===== config.mk =====
export PLATFORM = sky130hd
export DESIGN_NAME = counting_semaphore_wait_queue
export DESIGN_NICKNAME = d
export VERILOG_FILES = /design/src/rtl/csq_pkg.sv /design/src/rtl/counting_semaphore_wait_queue.sv /design/src/rtl/csq_cell.sv /design/src/rtl/csq_ctrl.sv
export SDC_FILE = /design/constraint.sdc
export NUM_CORES = 1
export LEC_CHECK = 0
export BUFFER_PORTS_ARGS = -buffer_cell sky130_fd_sc_hd__buf_2
export CAP_MARGIN = 20
export CORE_MARGIN = 2
export CORE_UTILIZATION = 30
export CTS_CLUSTER_SIZE = 28
export DETAILED_ROUTE_END_ITERATION = 10
export MAX_ROUTING_LAYER = met4
export PLACE_DENSITY = 0.44
export SYNTH_ARGS = -nofsm -noshare
export SYNTH_HDL_FRONTEND = slang
export SYNTH_HIERARCHICAL = 1
export SYNTH_SLANG_ARGS = --single-unit

===== constraint.sdc =====
create_clock -name clk -period 19.8 [get_ports clk]
set_clock_uncertainty 0.2 [all_clocks]
set_input_delay 0.99 -clock clk [delete_from_list [all_inputs] [get_ports clk]]
set_output_delay 0.99 -clock clk [all_outputs]
set_load 0.03 [all_outputs]

===== src/rtl/csq_pkg.sv =====
// Shared types and codes for the counting semaphore wait queue.
// Used by csq_cell, csq_ctrl and counting_semaphore_wait_queue; no dependencies.
package csq_pkg;

  localparam int ThreadIdW = 8;
  localparam int CountW    = 18;
  localparam int InitW     = 16;

  localparam logic [CountW-1:0] CountMax = 18'h1FFFF;

  // operation codes
  localparam logic [2:0] FUNC_WAIT       = 3'd0;
  localparam logic [2:0] FUNC_SIGNAL     = 3'd1;
  localparam logic [2:0] FUNC_TRY_WAIT   = 3'd2;
  localparam logic [2:0] FUNC_TIMED_WAIT = 3'd3;
  localparam logic [2:0] FUNC_TIMEOUT    = 3'd4;
  localparam logic [2:0] FUNC_CLOSE      = 3'd5;

  // result status codes
  localparam logic [2:0] STAT_ACQUIRED   = 3'd0;
  localparam logic [2:0] STAT_BLOCKED    = 3'd1;
  localparam logic [2:0] STAT_UNAVAIL    = 3'd2;
  localparam logic [2:0] STAT_TIMED_OUT  = 3'd3;
  localparam logic [2:0] STAT_NO_WAITER  = 3'd4;
  localparam logic [2:0] STAT_CLOSED     = 3'd5;
  localparam logic [2:0] STAT_QUEUE_FULL = 3'd6;

  typedef struct packed {
    logic [2:0]           func;
    logic [ThreadIdW-1:0] thread_id;
    logic                 timeout_nonzero;
  } csq_in_t;

  typedef struct packed {
    logic [2:0]           status;
    logic                 woken_valid;
    logic [ThreadIdW-1:0] woken_thread;
    logic                 woken_forced;
    logic                 last;
  } csq_out_t;

  // queue commands broadcast to every cell
  typedef struct packed {
    logic push;    // write key into the cell at the tail
    logic shift;   // every cell takes its right neighbor (pop head)
    logic remove;  // cells at and after the oldest match take their right neighbor
  } cell_cmd_t;

  typedef enum logic [1:0] {
    ST_IDLE,
    ST_EXEC,
    ST_DRAIN
  } state_t;

endpackage


===== src/rtl/counting_semaphore_wait_queue.sv =====
// Top level of the counting semaphore with a FIFO wait queue.
// Builds the row of csq_cell slots and the csq_ctrl sequencer; depends on csq_pkg.
//
//  channel | ports                          | payload
//  --------+--------------------------------+----------------------------
//  in      | in_valid / in_ready / in_data  | csq_in_t: func, id, timeout
//  out     | out_valid / out_ready/out_data | csq_out_t: status, woken, last
//  cfg     | cfg_valid / cfg_ready/cfg_data | initial_count, 16 bits
//
// An item is accepted in ST_IDLE and then executed in ST_EXEC, in which the
// cell row matches, pushes, pops or compacts. A close with N waiters then drains
// one forced result per cycle while out_ready allows. A stalled out_ready holds
// execute and drain; the next item is still taken while a result waits.
// Reset is synchronous: count and the waiter total clear, no clearing pass.
module counting_semaphore_wait_queue #(
  parameter int MAX_WAITERS = 16
) (
  input  logic                      clk,
  input  logic                      rst_n,
  input  logic                      in_valid,
  output logic                      in_ready,
  input  csq_pkg::csq_in_t          in_data,
  output logic                      out_valid,
  input  logic                      out_ready,
  output csq_pkg::csq_out_t         out_data,
  input  logic                      cfg_valid,
  output logic                      cfg_ready,
  input  logic [csq_pkg::InitW-1:0] cfg_data
);

  localparam int TotW = $clog2(MAX_WAITERS + 1);

  csq_pkg::cell_cmd_t            cmd;
  logic [csq_pkg::ThreadIdW-1:0] key;
  logic [TotW-1:0]               total;
  logic [csq_pkg::ThreadIdW-1:0] ids  [MAX_WAITERS+1];
  logic                          hits [MAX_WAITERS+1];

  assign ids[MAX_WAITERS] = '0;
  assign hits[0]          = 1'b0;

  for (genvar i = 0; i < MAX_WAITERS; i++) begin : g_cell
    csq_cell #(
      .MAX_WAITERS(MAX_WAITERS),
      .IDX        (i)
    ) u_cell (
      .clk     (clk),
      .cmd     (cmd),
      .key     (key),
      .total   (total),
      .id_right(ids[i+1]),
      .hit_in  (hits[i]),
      .id_out  (ids[i]),
      .hit_out (hits[i+1])
    );
  end

  csq_ctrl #(
    .MAX_WAITERS(MAX_WAITERS)
  ) u_ctrl (
    .clk      (clk),
    .rst_n    (rst_n),
    .in_valid (in_valid),
    .in_ready (in_ready),
    .in_data  (in_data),
    .out_valid(out_valid),
    .out_ready(out_ready),
    .out_data (out_data),
    .cfg_valid(cfg_valid),
    .cfg_ready(cfg_ready),
    .cfg_data (cfg_data),
    .cmd      (cmd),
    .key      (key),
    .total    (total),
    .head_id  (ids[0]),
    .hit_all  (hits[MAX_WAITERS])
  );

endmodule


===== src/rtl/csq_cell.sv =====
// One slot of the waiter queue: holds a thread id and compacts toward the head.
// Depends on csq_pkg.
module csq_cell #(
  parameter int MAX_WAITERS = 16,
  parameter int IDX         = 0
) (
  input  logic                            clk,
  input  csq_pkg::cell_cmd_t              cmd,
  input  logic [csq_pkg::ThreadIdW-1:0]   key,
  input  logic [$clog2(MAX_WAITERS+1)-1:0] total,
  input  logic [csq_pkg::ThreadIdW-1:0]   id_right,
  input  logic                            hit_in,
  output logic [csq_pkg::ThreadIdW-1:0]   id_out,
  output logic                            hit_out
);

  localparam int TotW = $clog2(MAX_WAITERS + 1);

  logic [csq_pkg::ThreadIdW-1:0] id_r;
  logic [csq_pkg::ThreadIdW-1:0] id_nxt;
  logic                          occupied;
  logic                          match;
  logic                          take_right;

  assign occupied   = total > TotW'(IDX);
  assign match      = occupied && (id_r == key);
  assign hit_out    = hit_in | match;
  assign take_right = cmd.shift || (cmd.remove && (hit_in || match));

  always_comb begin
    id_nxt = id_r;
    if (take_right) begin
      id_nxt = id_right;
    end else if (cmd.push && (total == TotW'(IDX))) begin
      id_nxt = key;
    end
  end

  always_ff @(posedge clk) begin
    id_r <= id_nxt;
  end

  assign id_out = id_r;

endmodule


===== src/rtl/csq_ctrl.sv =====
// Sequencer for the semaphore: count, waiter total, item and result registers.
// Drives queue commands to the cell row. Depends on csq_pkg.
module csq_ctrl #(
  parameter int MAX_WAITERS = 16
) (
  input  logic                             clk,
  input  logic                             rst_n,
  input  logic                             in_valid,
  output logic                             in_ready,
  input  csq_pkg::csq_in_t                 in_data,
  output logic                             out_valid,
  input  logic                             out_ready,
  output csq_pkg::csq_out_t                out_data,
  input  logic                             cfg_valid,
  output logic                             cfg_ready,
  input  logic [csq_pkg::InitW-1:0]        cfg_data,
  output csq_pkg::cell_cmd_t               cmd,
  output logic [csq_pkg::ThreadIdW-1:0]    key,
  output logic [$clog2(MAX_WAITERS+1)-1:0] total,
  input  logic [csq_pkg::ThreadIdW-1:0]    head_id,
  input  logic                             hit_all
);

  localparam int TotW = $clog2(MAX_WAITERS + 1);
  localparam int CW   = csq_pkg::CountW;

  csq_pkg::state_t            state_r, state_nxt;
  csq_pkg::csq_in_t           item_r;
  logic [CW-1:0]              count_r, count_nxt;
  logic [TotW-1:0]            total_r, total_nxt;
  logic [csq_pkg::InitW-1:0]  init_r;
  logic                       out_valid_r;
  csq_pkg::csq_out_t          out_data_r;
  csq_pkg::csq_out_t          res;
  logic                       load_out;
  logic                       space;
  logic                       cnt_pos;
  logic                       cnt_neg;
  logic                       full;

  assign cfg_ready = 1'b1;
  assign in_ready  = (state_r == csq_pkg::ST_IDLE);
  assign space     = !out_valid_r || out_ready;
  assign cnt_neg   = count_r[CW-1];
  assign cnt_pos   = !cnt_neg && (count_r != '0);
  assign full      = (total_r == TotW'(MAX_WAITERS));
  assign key       = item_r.thread_id;
  assign total     = total_r;

  always_comb begin
    state_nxt = state_r;
    count_nxt = count_r;
    total_nxt = total_r;
    cmd       = '0;
    res       = '0;
    res.last  = 1'b1;
    load_out  = 1'b0;
    unique case (state_r)
      csq_pkg::ST_IDLE: begin
        if (in_valid) begin
          state_nxt = csq_pkg::ST_EXEC;
        end
      end
      csq_pkg::ST_EXEC: begin
        if (space) begin
          load_out  = 1'b1;
          state_nxt = csq_pkg::ST_IDLE;
          case (item_r.func) inside
            csq_pkg::FUNC_WAIT, csq_pkg::FUNC_TIMED_WAIT: begin
              if ((item_r.func == csq_pkg::FUNC_TIMED_WAIT) && !cnt_pos
                  && !item_r.timeout_nonzero) begin
                res.status = csq_pkg::STAT_TIMED_OUT;
              end else if (cnt_pos) begin
                count_nxt  = count_r - CW'(1);
                res.status = csq_pkg::STAT_ACQUIRED;
              end else if (full) begin
                res.status = csq_pkg::STAT_QUEUE_FULL;
              end else begin
                count_nxt  = count_r - CW'(1);
                total_nxt  = total_r + TotW'(1);
                cmd.push   = 1'b1;
                res.status = csq_pkg::STAT_BLOCKED;
              end
            end
            csq_pkg::FUNC_SIGNAL: begin
              res.status = csq_pkg::STAT_ACQUIRED;
              if (count_r != csq_pkg::CountMax) begin
                count_nxt = count_r + CW'(1);
                // count stays at or below zero: release the head
                if (cnt_neg) begin
                  if (total_r == '0) begin
                    res.status = csq_pkg::STAT_NO_WAITER;
                  end else begin
                    cmd.shift        = 1'b1;
                    total_nxt        = total_r - TotW'(1);
                    res.woken_valid  = 1'b1;
                    res.woken_thread = head_id;
                  end
                end
              end
            end
            csq_pkg::FUNC_TRY_WAIT: begin
              if (cnt_pos) begin
                count_nxt  = count_r - CW'(1);
                res.status = csq_pkg::STAT_ACQUIRED;
              end else begin
                res.status = csq_pkg::STAT_UNAVAIL;
              end
            end
            csq_pkg::FUNC_TIMEOUT: begin
              if (hit_all) begin
                cmd.remove       = 1'b1;
                total_nxt        = total_r - TotW'(1);
                count_nxt        = count_r + CW'(1);
                res.status       = csq_pkg::STAT_TIMED_OUT;
                res.woken_valid  = 1'b1;
                res.woken_thread = item_r.thread_id;
              end else begin
                res.status = csq_pkg::STAT_NO_WAITER;
              end
            end
            csq_pkg::FUNC_CLOSE: begin
              count_nxt  = {{(CW - csq_pkg::InitW){1'b0}}, init_r};
              res.status = csq_pkg::STAT_CLOSED;
              if (total_r != '0) begin
                // hand the waiters out one per cycle while the output has space
                load_out  = 1'b0;
                state_nxt = csq_pkg::ST_DRAIN;
              end
            end
            default: begin
              res.status = csq_pkg::STAT_NO_WAITER;
            end
          endcase
        end
      end
      csq_pkg::ST_DRAIN: begin
        if (space) begin
          load_out         = 1'b1;
          cmd.shift        = 1'b1;
          total_nxt        = total_r - TotW'(1);
          res.status       = csq_pkg::STAT_CLOSED;
          res.woken_valid  = 1'b1;
          res.woken_thread = head_id;
          res.woken_forced = 1'b1;
          res.last         = (total_r == TotW'(1));
          if (total_r == TotW'(1)) begin
            state_nxt = csq_pkg::ST_IDLE;
          end
        end
      end
      default: begin
        state_nxt = csq_pkg::ST_IDLE;
      end
    endcase
  end

  always_ff @(posedge clk) begin
    if (!rst_n) begin
      state_r     <= csq_pkg::ST_IDLE;
      count_r     <= '0;
      total_r     <= '0;
      init_r      <= '0;
      out_valid_r <= 1'b0;
    end else begin
      state_r <= state_nxt;
      count_r <= count_nxt;
      total_r <= total_nxt;
      if (cfg_valid) begin
        init_r <= cfg_data;
      end
      if (load_out) begin
        out_valid_r <= 1'b1;
      end else if (out_ready) begin
        out_valid_r <= 1'b0;
      end
    end
  end

  always_ff @(posedge clk) begin
    if (in_valid && in_ready) begin
      item_r <= in_data;
    end
    if (load_out) begin
      out_data_r <= res;
    end
  end

  assign out_valid = out_valid_r;
  assign out_data  = out_data_r;

endmodule


==> metrics, run 1 <==
status finished, final reports clean; DRC viols 0; # diodes 0; Reg-to-Reg End g_cell[13].u_cell/id_out[4]$_DFFE_PP_; worst rel slew slack about 29%; drt pass-1 iters 5; CP bufs+invs 3; worst slew pin tran approximately 1.1 ns; CTS tree built; Worst EP required 19.79 ns; post-CTS sizing 0; Setup Viol. Count Final 0; Worst path max stage delay between 0.6 and 0.7 ns; Max stage delay cell, worst path edfxtp_1; Setup crit end g_cell[13].u_cell/id_out[4]$_DFFE_PP_; yosys warns 6; ys flop type edfxtp_1; commonest non-fill, non-tap cell in the layout nand2_1; Hold Path Stages 2; vias per cell slightly below 6; Crit. Startpoint u_ctrl/key[1]$_DFFE_PP_; Layout area overhead 9.85%; RSZ-0062 raised after global routing false; vias in the first global route between 10000 and 15000; final design utilization about a third; cell types occupying the most area after synthesis edfxtp_1, dfxtp_1, nand2_1; worst hold path type reg2reg; Max Cap Viol 0; FF-to-FF setup slack between 10 and 15 ns; IO Count 50; CTS root buf clkbuf_16; vias about 13000; most frequent cells in the layout nand2_1, edfxtp_1, a22oi_1; share of cells above drive strength 1 between 10% and 20%; crit end category flop; #FFs+latches synth ~200; register area share after synthesis a little over a third; routed len/inst between 20 and 25 um; Die Y 227 um; Post-Synthesis Cell Area between 10000 and 15000 um2; First DRT Iteration DRCs 1369; asr flop ratio synth 0%; area of the core between 40000 and 50000 um2; Synth cell types around 100; postcts setup bufs 0; cts hold-fix bufs 0; Worst path depth 25; nets around 1600; first-pass GRT wire length around 74000 um; critical path's top delay family simple AND/OR/NAND/NOR gates; initial antenna violation count 0; CTS H-Tree Depth 4; Worst Reg-to-Reg Cells 25; Final Wtd Congestion 0.806; final WL approximately 46000 um; Max VDD drop between 0.06 and 0.07 mV; RR Startpoint u_ctrl/key[1]$_DFFE_PP_; aggregate global routing overflow 0; DRT antenna net count 0; Leak about 5.4 nW; Pwr per Cell Area 70.4 nW/um2; number of port buffers 48; CP Max Fanout 176; Final Cycle Share between 40 and 50%; Row Count ~80; kind of critical path reg2reg; Synth top area share between 30% and 40%; Achievable Freq 110 MHz; Clock transition at path regs 0.08 ns; DP Wirelength between 20000 and 30000 um; pin count of the biggest net entering global routing around 180; critical path data arrival time just over 9 ns; Synth Area per Inst between 9 and 10 um2; Slew Limit Fails 0; Tmin final slightly above 9 ns; number of synthesized flops with an enable pin about 150; Post-Syn Instances approximately 1600; Initial Util between 30% and 40%; total track usage 18.8%; final-report hold violation count 0; Die Width roughly 230 um; setup TNS 0 ns; TritonCTS Buffers 17; Most Frequent Cell on Critical Path or2_2; Synth area leader edfxtp_1; Die ar. around 52000 um2; worst skew pair latency around 0.5 ns; startpoint types flop; CTS Sinks ~200; largest buffer count on any clock path 2
[metrics by stage]
| stage | power, W | cells | hold slack, ns | cell area [um2] | worst slack (ns) |
|---|---|---|---|---|---|
| final | 0.00116 | 2259 | 0.307 | 16400 | 10.73 |
| after global routing | 0.00122 | 2259 | 0.340 | 16400 | 10.48 |
| after CTS | 0.00117 | 2259 | 0.317 | 16400 | 10.94 |
| after detailed placement | 0.000797 | 2227 | 0.298 | 15800 | 10.96 |
| after global placement | 0.000796 | 2226 | 0.286 | 15800 | 11.06 |
| after floorplan | 0.000722 | 1577 | 0.255 | 15000 | 11.96 |
[layer usage]
| layer | wire length, um | global-route usage, % | vias up |
|---|---|---|---|
| li1 | - | - | 6198 |
| met4 | 646 | 5.48 | 0 |
| met1 | 22800 | 26.5 | 6423 |
| met2 | 20800 | 27.7 | 381 |
| met5 | 0 | - | - |
| met3 | 2010 | 2.79 | 45 |
[flip-flops by register name (all words and copies together), names as in the netlist]
name and cells:
u_ctrl/item_r 4, u_ctrl/init_r 16, u_ctrl/state_r 2, u_ctrl/out_data 14, u_ctrl/out_valid 1, u_ctrl/total 5, u_ctrl/key 8, g_cell.u_cell/id_out 128
u_ctrl/count_r 18
[worst reg2reg max path: stages, from the launching register on]
cell and delay [ns]:
edfxtp_1 0.69, buf_4 0.59, xor2_1 0.23, nor2_2 0.12, and3_1 0.29, or2_2 0.36
or2_2 0.33, or2_1 0.28, or2_2 0.34, inv_1 0.07, o31ai_1 0.13, or2_2 0.39
or2_2 0.33, or2_2 0.33, or2_2 0.33, or2_2 0.33, or2_2 0.33, or2_2 0.34
or2_2 0.33, or2_1 0.27, or2_2 0.42, nand2_1 0.15, nor3_2 0.07, buf_12 0.21
a21o_1 0.72, or3_1 0.58
[area by class of cell]
cell class / count / area (um2)
flip-flops and latches: 196 / 5470
clock inverters: 14 / 166
well taps: 664 / 831
fillers: 5115 / 32600
clock buffers: 18 / 429
multi-input cells: 1273 / 9010
repair buffers: 77 / 470
inverters: 17 / 63.8
[how the worst min path moves through the flow]
stage / to / slack, ns / startpoint
2_1_floorplan: u_ctrl/init_r[6]$_SDFFE_PN0P_ / 0.25 / u_ctrl/init_r[6]$_SDFFE_PN0P_
3_3_place_gp: u_ctrl/init_r[11]$_SDFFE_PN0P_ / 0.29 / u_ctrl/init_r[11]$_SDFFE_PN0P_
3_5_place_dp: u_ctrl/init_r[14]$_SDFFE_PN0P_ / 0.30 / u_ctrl/init_r[14]$_SDFFE_PN0P_
4_1_cts: u_ctrl/init_r[14]$_SDFFE_PN0P_ / 0.32 / u_ctrl/init_r[14]$_SDFFE_PN0P_
5_1_grt: u_ctrl/init_r[11]$_SDFFE_PN0P_ / 0.34 / u_ctrl/init_r[11]$_SDFFE_PN0P_
6_report: u_ctrl/init_r[13]$_SDFFE_PN0P_ / 0.31 / u_ctrl/init_r[13]$_SDFFE_PN0P_
[power breakdown]
part | total (W) | switching, W | internal [W] | leakage (nW)
clock network | 0.000366 | 0.000176 | 0.000190 | 0.291
registers | 0.000480 | 0.0000173 | 0.000463 | 1.72
logic | 0.000310 | 0.000199 | 0.000111 | 3.37
total | 0.00116 | 0.000393 | 0.000764 | 5.38
[synthesized netlist by cell type, types with 19 or more instances]
cell,n
a31oi_1,38
clkbuf_1,36
a21oi_1,28
a311o_1,19
xnor2_1,58
nand2_1,214
nand3_1,39
dfxtp_1,42
mux2i_1,20
or4_1,68
xnor2_2,24
o21ai_0,20
nand4_1,35
o211ai_1,86
a21o_1,20
xor2_1,62
and2_1,28
a22oi_1,98
nor3_1,22
edfxtp_1,154
a22o_1,36
nor2_1,86
[cell families (layout without fill, tap and decap cells)]
family | after synthesis | count (layout) | share of synthesized area (%)
compound gates | 449 | 449 | 23.6
xor+xnor | 144 | 144 | 9.63
fa+ha+maj | 9 | 9 | 0.753
buf+inv | 108 | 126 | 3.76
flops | 196 | 196 | 36.5
mux | 20 | 20 | 1.34
other cells | 2 | 20 | 0.0502
simple gates | 631 | 631 | 24.4
Note: power is estimated with default switching activity, not from simulation.
==> inputs of run 2 (changes only) <==
ABC_AREA = 1   (was default)
PLACE_DENSITY = 0.46   (was 0.44)
clock period = 7.5 ns   (was 19.8 ns; I/O delays follow)
==> run 2 against run 1 <==
Effect of this change: utilization is 0.89 points higher; clock power grew to 2.5 times the previous value; power grew to 4.2 times the previous value; non-clock buffer count is 19 higher; critical endpoint is now g_cell[12].u_cell/id_out[2]$_DFFE_PP_; largest power group is now combinational cells; via count is 9.1% lower; count of clock-buffer cells in the layout is 4 higher; highest routed layer unchanged; largest cell class unchanged.
==> metrics, run 2 <==
cell with the most instances after synthesis nand2_1; asr flop ratio synth 0% (unchanged); Die Y 217 um (-4.4%); number of port buffers 48 (unchanged); worst hold path type in2reg; Synth top cells by count nand2_1, inv_1, nand3_1, nor2_1, edfxtp_1; NetSw 0.00215 W (+450%); number of synthesized flops with an enable pin 154 (unchanged); Leak 7.28 nW (+35%); share of cells above drive strength 1 13.3% (-1.8 points); critical path data arrival time 6.44 ns (-2.61 ns); Worst path max stage delay 0.94 ns (+0.25 ns); Hold Crit Start cfg_valid; Slew Limit Fails 0 (unchanged); RSZ-0062 raised after global routing false; most frequent cells in the layout nand2_1, inv_1, nand3_1; FF-to-FF setup slack 0.98 ns (-9.76 ns); First DRT Iteration DRCs 821 (-40%); yosys warns 6 (unchanged); Hold Path Stages 3 (+1); first-pass GRT wire length 62200 um (-16%); DP Wirelength 26900 um (-9.5%); Synth cell types 54 (-47%); Reg-to-Reg End g_cell[12].u_cell/id_out[2]$_DFFE_PP_; Clock transition at path regs 0.07 ns (about the same); postcts setup bufs 0 (unchanged); post-CTS sizing 0 (unchanged); kind of critical path reg2reg; fill count 4797 (-6.2%); total track usage 17.4% (-1.3 points); cell types occupying the most area after synthesis edfxtp_1, nand2_1, nand3_1; pre-CTS WS 0.933 ns (-10.03 ns); CTS H-Tree Depth 4 (unchanged); #FFs+latches synth 196 (unchanged); Worst Reg-to-Reg Cells 35 (+40%); # diodes 0 (unchanged); drt pass-1 iters 5 (unchanged); worst slew pin tran 0.991 ns (-0.0712 ns); Tmin final 6.52 ns (-2.54 ns); Worst EP required 7.42 ns (-12.37 ns); worst rel slew slack 33.7% (+5.1 points); CTS Sinks 196 (unchanged); crit end category flop; TritonCTS Buffers 17 (unchanged); largest buffer count on any clock path 2 (unchanged); Clock Power Share 19.0% (-13 points); Post-Synthesis Cell Area 13600 um2 (-8.8%); internal cell power 0.00271 W (+250%); Row Count 78 (-3.7%); CTS root buf clkbuf_16; setup TNS 0 ns (unchanged); Max VDD drop 0.213 mV (+220%); Die Width 217 um (-4.4%); DRC viols 0 (unchanged); CTS tree built; vias per cell 4.59 (-21%); vias in the first global route 11500 (-6.5%); DRT antenna net count 0 (unchanged); Final WS setup 0.979 ns (-9.76 ns); startpoint types flop; Combinational Power Share 45.3% (+18 points); Achievable Freq 153 MHz (+39%); Synth top area share 33.9% (+3.0 points); ys flop type edfxtp_1; Synth area leader edfxtp_1; worst hold slack 0.0897 ns (-0.217 ns); aggregate global routing overflow 0 (unchanged); max reg flops 128 (unchanged); area of the core 45100 um2 (-8.1%); final-report hold violation count 0 (unchanged); IO Count 50 (unchanged); final WL 38300 um (-17%); Max Cap Viol 0 (unchanged); Post-Syn Instances 1872 (+20%); sw frac 44.3% (+10 points); Setup Viol. Count Final 0 (unchanged); routed len/inst 14.8 um (-27%); Final Cycle Share 86.9% (+41 points); Most Frequent Cell on Critical Path inv_1; status finished, final reports clean; RR Startpoint u_ctrl/total[4]$_SDFFE_PN0P_; Layout area overhead 13.7%; commonest non-fill, non-tap cell in the layout nand2_1; worst skew pair latency 0.49 ns (about the same); Initial Util 30.3% (-0.25 points); Max stage delay cell, worst path dfxtp_1; register area share after synthesis 40.1% (+3.5 points); nets 2012 (+24%); Die ar. 47200 um2 (-8.7%); Hold EP u_ctrl/init_r[0]$_SDFFE_PN0P_; vias 11900 (-9.1%); initial antenna violation count 0 (unchanged); pin count of the biggest net entering global routing 36 (-80%); Flop pwr share 35.7% (-5.8 points); Final Wtd Congestion 0.849 (+5.3%); Pwr per Cell Area 313 nW/um2 (+350%); CP Max Fanout 24 (-86%); Synth Area per Inst 7.29 um2 (-24%)
-- run 2: cell type report --
type | count | area [um2] | share of cell area (%)
clock buffer | 22 | 485 | 3.13
clock inverter | 10 | 87.6 | 0.565
inverter | 281 | 1130 | 7.27
multi-input combinational | 1378 | 6920 | 44.6
sequential | 196 | 5470 | 35.2
tap | 600 | 751 | 4.84
timing repair buffer | 96 | 671 | 4.32
-- run 2: through the flow --
stage               std cells  utilization (%)  instance area [um2]  total power (W)
finish                   2583             34.4                15500          0.00486
global route             2583             34.4                15500          0.00528
CTS                      2583             34.4                15500          0.00492
detailed placement       2523             32.5                14700          0.00395
global placement         2523             32.5                14700          0.00395
floorplan                1880                -                13700          0.00338
-- run 2: worst max path at each step --
stage	start	to
final	u_ctrl/total[4]$_SDFFE_PN0P_	g_cell[12].u_cell/id_out[2]$_DFFE_PP_
after global routing	u_ctrl/total[4]$_SDFFE_PN0P_	g_cell[12].u_cell/id_out[7]$_DFFE_PP_
after CTS	u_ctrl/total[4]$_SDFFE_PN0P_	g_cell[15].u_cell/id_out[0]$_DFFE_PP_
after detailed placement	u_ctrl/total[4]$_SDFFE_PN0P_	g_cell[12].u_cell/id_out[7]$_DFFE_PP_
after global placement	u_ctrl/total[4]$_SDFFE_PN0P_	g_cell[10].u_cell/id_out[6]$_DFFE_PP_
after floorplan	u_ctrl/key[7]$_DFFE_PP_	g_cell[12].u_cell/id_out[0]$_DFFE_PP_
-- run 2: cell families (layout without fill, tap and decap cells) --
kind of cell,after synthesis,after routing,synth area share [%]
AND/OR/NAND/NOR,1174,1174,40.2
adder cells (fa/ha/maj),9,9,0.825
buffers and inverters,306,409,9.49
other,2,10,0.0551
AO/OA/AOI/OAI,142,142,6.62
XOR/XNOR,43,43,2.76
flip-flops,196,196,40.1
-- run 2: layer usage --
layer	track usage [%]	up-vias	wire length (um)
met5	-	-	0
met4	4.75	0	558
met3	3.72	38	1350
met2	27.3	196	17300
met1	22.8	5462	19100
li1	-	6162	-
-- run 2: power groups by stage --
| stage | registers (W) | clock network, W | logic, W |
|---|---|---|---|
| floorplan | 0.00171 | 0 | 0.00167 |
| global placement | 0.00175 | 0 | 0.00219 |
| detailed placement | 0.00176 | 0 | 0.00220 |
| CTS | 0.00174 | 0.000965 | 0.00222 |
| global route | 0.00177 | 0.000995 | 0.00252 |
| finish | 0.00173 | 0.000922 | 0.00220 |
-- run 2: repair_timing --
item / in CTS / in global routing
endpoints found under the hold margin: 28 / 0
endpoints found under the setup margin: 0 / 0
hold buffers: 28 / 0
-- run 2: critical path: cells and delay by family (launching register included) --
kind / cells / cell delay, ns
AND/OR/NAND/NOR: 15 / 2.35
buffers and inverters: 12 / 1.25
flip-flops: 1 / 0.94
AO/OA/AOI/OAI: 8 / 1.40
==> inputs of run 3 (changes only) <==
HOLD_SLACK_MARGIN = 0.1   (was default)
REMOVE_ABC_BUFFERS = 1   (was default)
==> run 3 against run 2 <==
Effect of this change: critical path depth unchanged; register-to-register slack improved by 0.18 ns; worst hold slack gained 0.049 ns; sequential power about the same; largest cell class unchanged; first-iteration DRC count increased by 1.3%; critical endpoint is now g_cell[14].u_cell/id_out[6]$_DFFE_PP_; utilization up 0.19 points; routed wire length is 2.9% higher; clock power is 2.6% lower; final area increased by 0.54%; non-clock buffer count is 9 higher.
==> metrics, run 3 (synthesis results as in run 2) <==
most frequent cells in the layout nand2_1, inv_1, nand3_1; vias per cell 4.63 (+0.95%); vias 12000 (+1.3%); area of the multi-input gates 6920 um2 (unchanged); Max Used Layer met4; final-report hold violation count 0 (unchanged); Final Cycle Share 84.6% (-2.4 points); first-pass GRT wire length 62500 um (+0.45%); area of the core 45100 um2 (unchanged); FF-to-FF setup slack 1.16 ns (+0.18 ns); cts hold-fix bufs 40 (+43%); post-CTS sizing 0 (unchanged); RSZ-0062 raised after global routing false; Final Wtd Congestion 0.826 (-2.8%); Tmin final 6.34 ns (-0.177 ns); worst slew pin tran 0.985 ns (-0.00629 ns); worst rel slew slack 34.1% (+0.42 points); Reg area 5470 um2 (unchanged); Max stage delay cell, worst path dfxtp_1; commonest non-fill, non-tap cell in the layout nand2_1; largest buffer count on any clock path 2 (unchanged); final WL 39400 um (+2.9%); M1 WL 18300 um (-3.8%); First DRT Iteration DRCs 832 (+1.3%); IO Count 50 (unchanged); Row Count 78 (unchanged); initial antenna violation count 0 (unchanged); worst hold path type in2reg; Pwr per Cell Area 311 nW/um2 (-0.90%); Max Cap Viol 0 (unchanged); Layout area overhead 14.3%; vias in the first global route 11300 (-2.3%); Final WS setup 1.16 ns (+0.177 ns); startpoint types flop; met3 routed WL 1620 um (+20%); critical path data arrival time 6.26 ns (-0.18 ns); CTS H-Tree Depth 4 (unchanged); Setup Viol. Count Final 0 (unchanged); Achievable Freq 158 MHz (+2.8%); max reg flops 128 (unchanged); CP bufs+invs 12 (unchanged); Worst EP required 7.42 ns (about the same); CTS tree built; number of port buffers 48 (unchanged); critical path's top delay family simple AND/OR/NAND/NOR gates; Initial Util 30.3% (unchanged); CTS Sinks 196 (unchanged); Leak 7.30 nW (+0.30%); DP Wirelength 27400 um (+1.8%); crit end category flop; TritonCTS Buffers 17 (unchanged); Die Y 217 um (unchanged); total track usage 17.7% (+0.30 points); fin cells 2593 (+0.39%); DRC viols 0 (unchanged); Die Width 217 um (unchanged); Inst Count DP 2520 (-0.12%); Die ar. 47200 um2 (unchanged); status finished, final reports clean; share of cells above drive strength 1 13.0% (-0.31 points); routed len/inst 15.2 um (+2.5%); Power Total 0.00484 W (-0.36%); aggregate global routing overflow 0 (unchanged); DRT antenna net count 0 (unchanged); pin count of the biggest net entering global routing 36 (unchanged); Worst path max stage delay 0.92 ns (-0.02 ns); Max VDD drop 0.152 mV (-29%); Clock transition at path regs 0.07 ns (about the same); Slew Limit Fails 0 (unchanged); CP Max Fanout 24 (unchanged); worst skew pair latency 0.49 ns (about the same); met2 wire len 18800 um (+8.2%); CTS root buf clkbuf_16; drt pass-1 iters 5 (unchanged); Most Frequent Cell on Critical Path inv_1; pre-CTS WS 1.12 ns (+0.190 ns); kind of critical path reg2reg; postcts setup bufs 0 (unchanged); nets 2021 (+0.45%); fill count 4808 (+0.23%)
==> run 3: cell types whose count changed in the layout (fill, tap and decap cells not counted), sizes merged <==
| cell | before | now |
|---|---|---|
| inv | 275 | 272 |
| dlygate4sd3 | 28 | 40 |
| clkinv | 10 | 9 |
| diode | 0 | 1 |
| buf | 68 | 65 |
| clkinvlp | 0 | 4 |
==> run 3: worst register-to-register path, delay by kind of cell (launching register included) <==
family / cells / cell delay (ns)
and+or+nand+nor: 15 / 1.99
AOI/OAI and AO/OA: 8 / 1.44
buffers and inverters: 12 / 1.41
DFF: 1 / 0.92
==> run 3: report_power, final <==
part	leakage, nW	switching [W]	internal [W]
sequential	1.75	0.000250	0.00149
combinational	5.29	0.00147	0.000735
clock	0.258	0.000430	0.000468
==> run 3: metrics by stage <==
stage	TNS [ns]	util [%]	hold slack (ns)	cell area (um2)
after floorplan	-1.29	-	0.224	13500
after global placement	0	32.5	0.248	14600
after detailed placement	0	32.5	0.254	14600
after CTS	0	34.6	0.104	15600
after global routing	0	34.6	0.153	15600
final	0	34.6	0.139	15600
==> run 3: worst paths after layout <==
path | start | end | cells past startpoint
max reg2reg | u_ctrl/total[4]$_SDFFE_PN0P_ | g_cell[14].u_cell/id_out[6]$_DFFE_PP_ | 35
min | out_ready | u_ctrl/out_data[0]$_SDFFCE_PN1P_ | 3
min reg2reg | u_ctrl/init_r[12]$_SDFFE_PN0P_ | u_ctrl/init_r[12]$_SDFFE_PN0P_ | 2
max | u_ctrl/total[4]$_SDFFE_PN0P_ | g_cell[14].u_cell/id_out[6]$_DFFE_PP_ | 35
==> run 3: area by class of cell <==
class                      count  area share (%)
tap                          600            4.81
clock buffer                  22            2.91
clock inverter                10           0.658
multi-input combinational   1378            44.4
antenna                        1          0.0160
sequential                   196            35.0
timing repair buffer         105            4.93
inverter                     281            7.23
==> run 3: layer usage <==
layer	vias to the layer above	GRT usage [%]
met5	-	-
met3	40	3.21
met4	0	5.78
li1	6174	-
met1	5596	22.5
met2	207	28.7
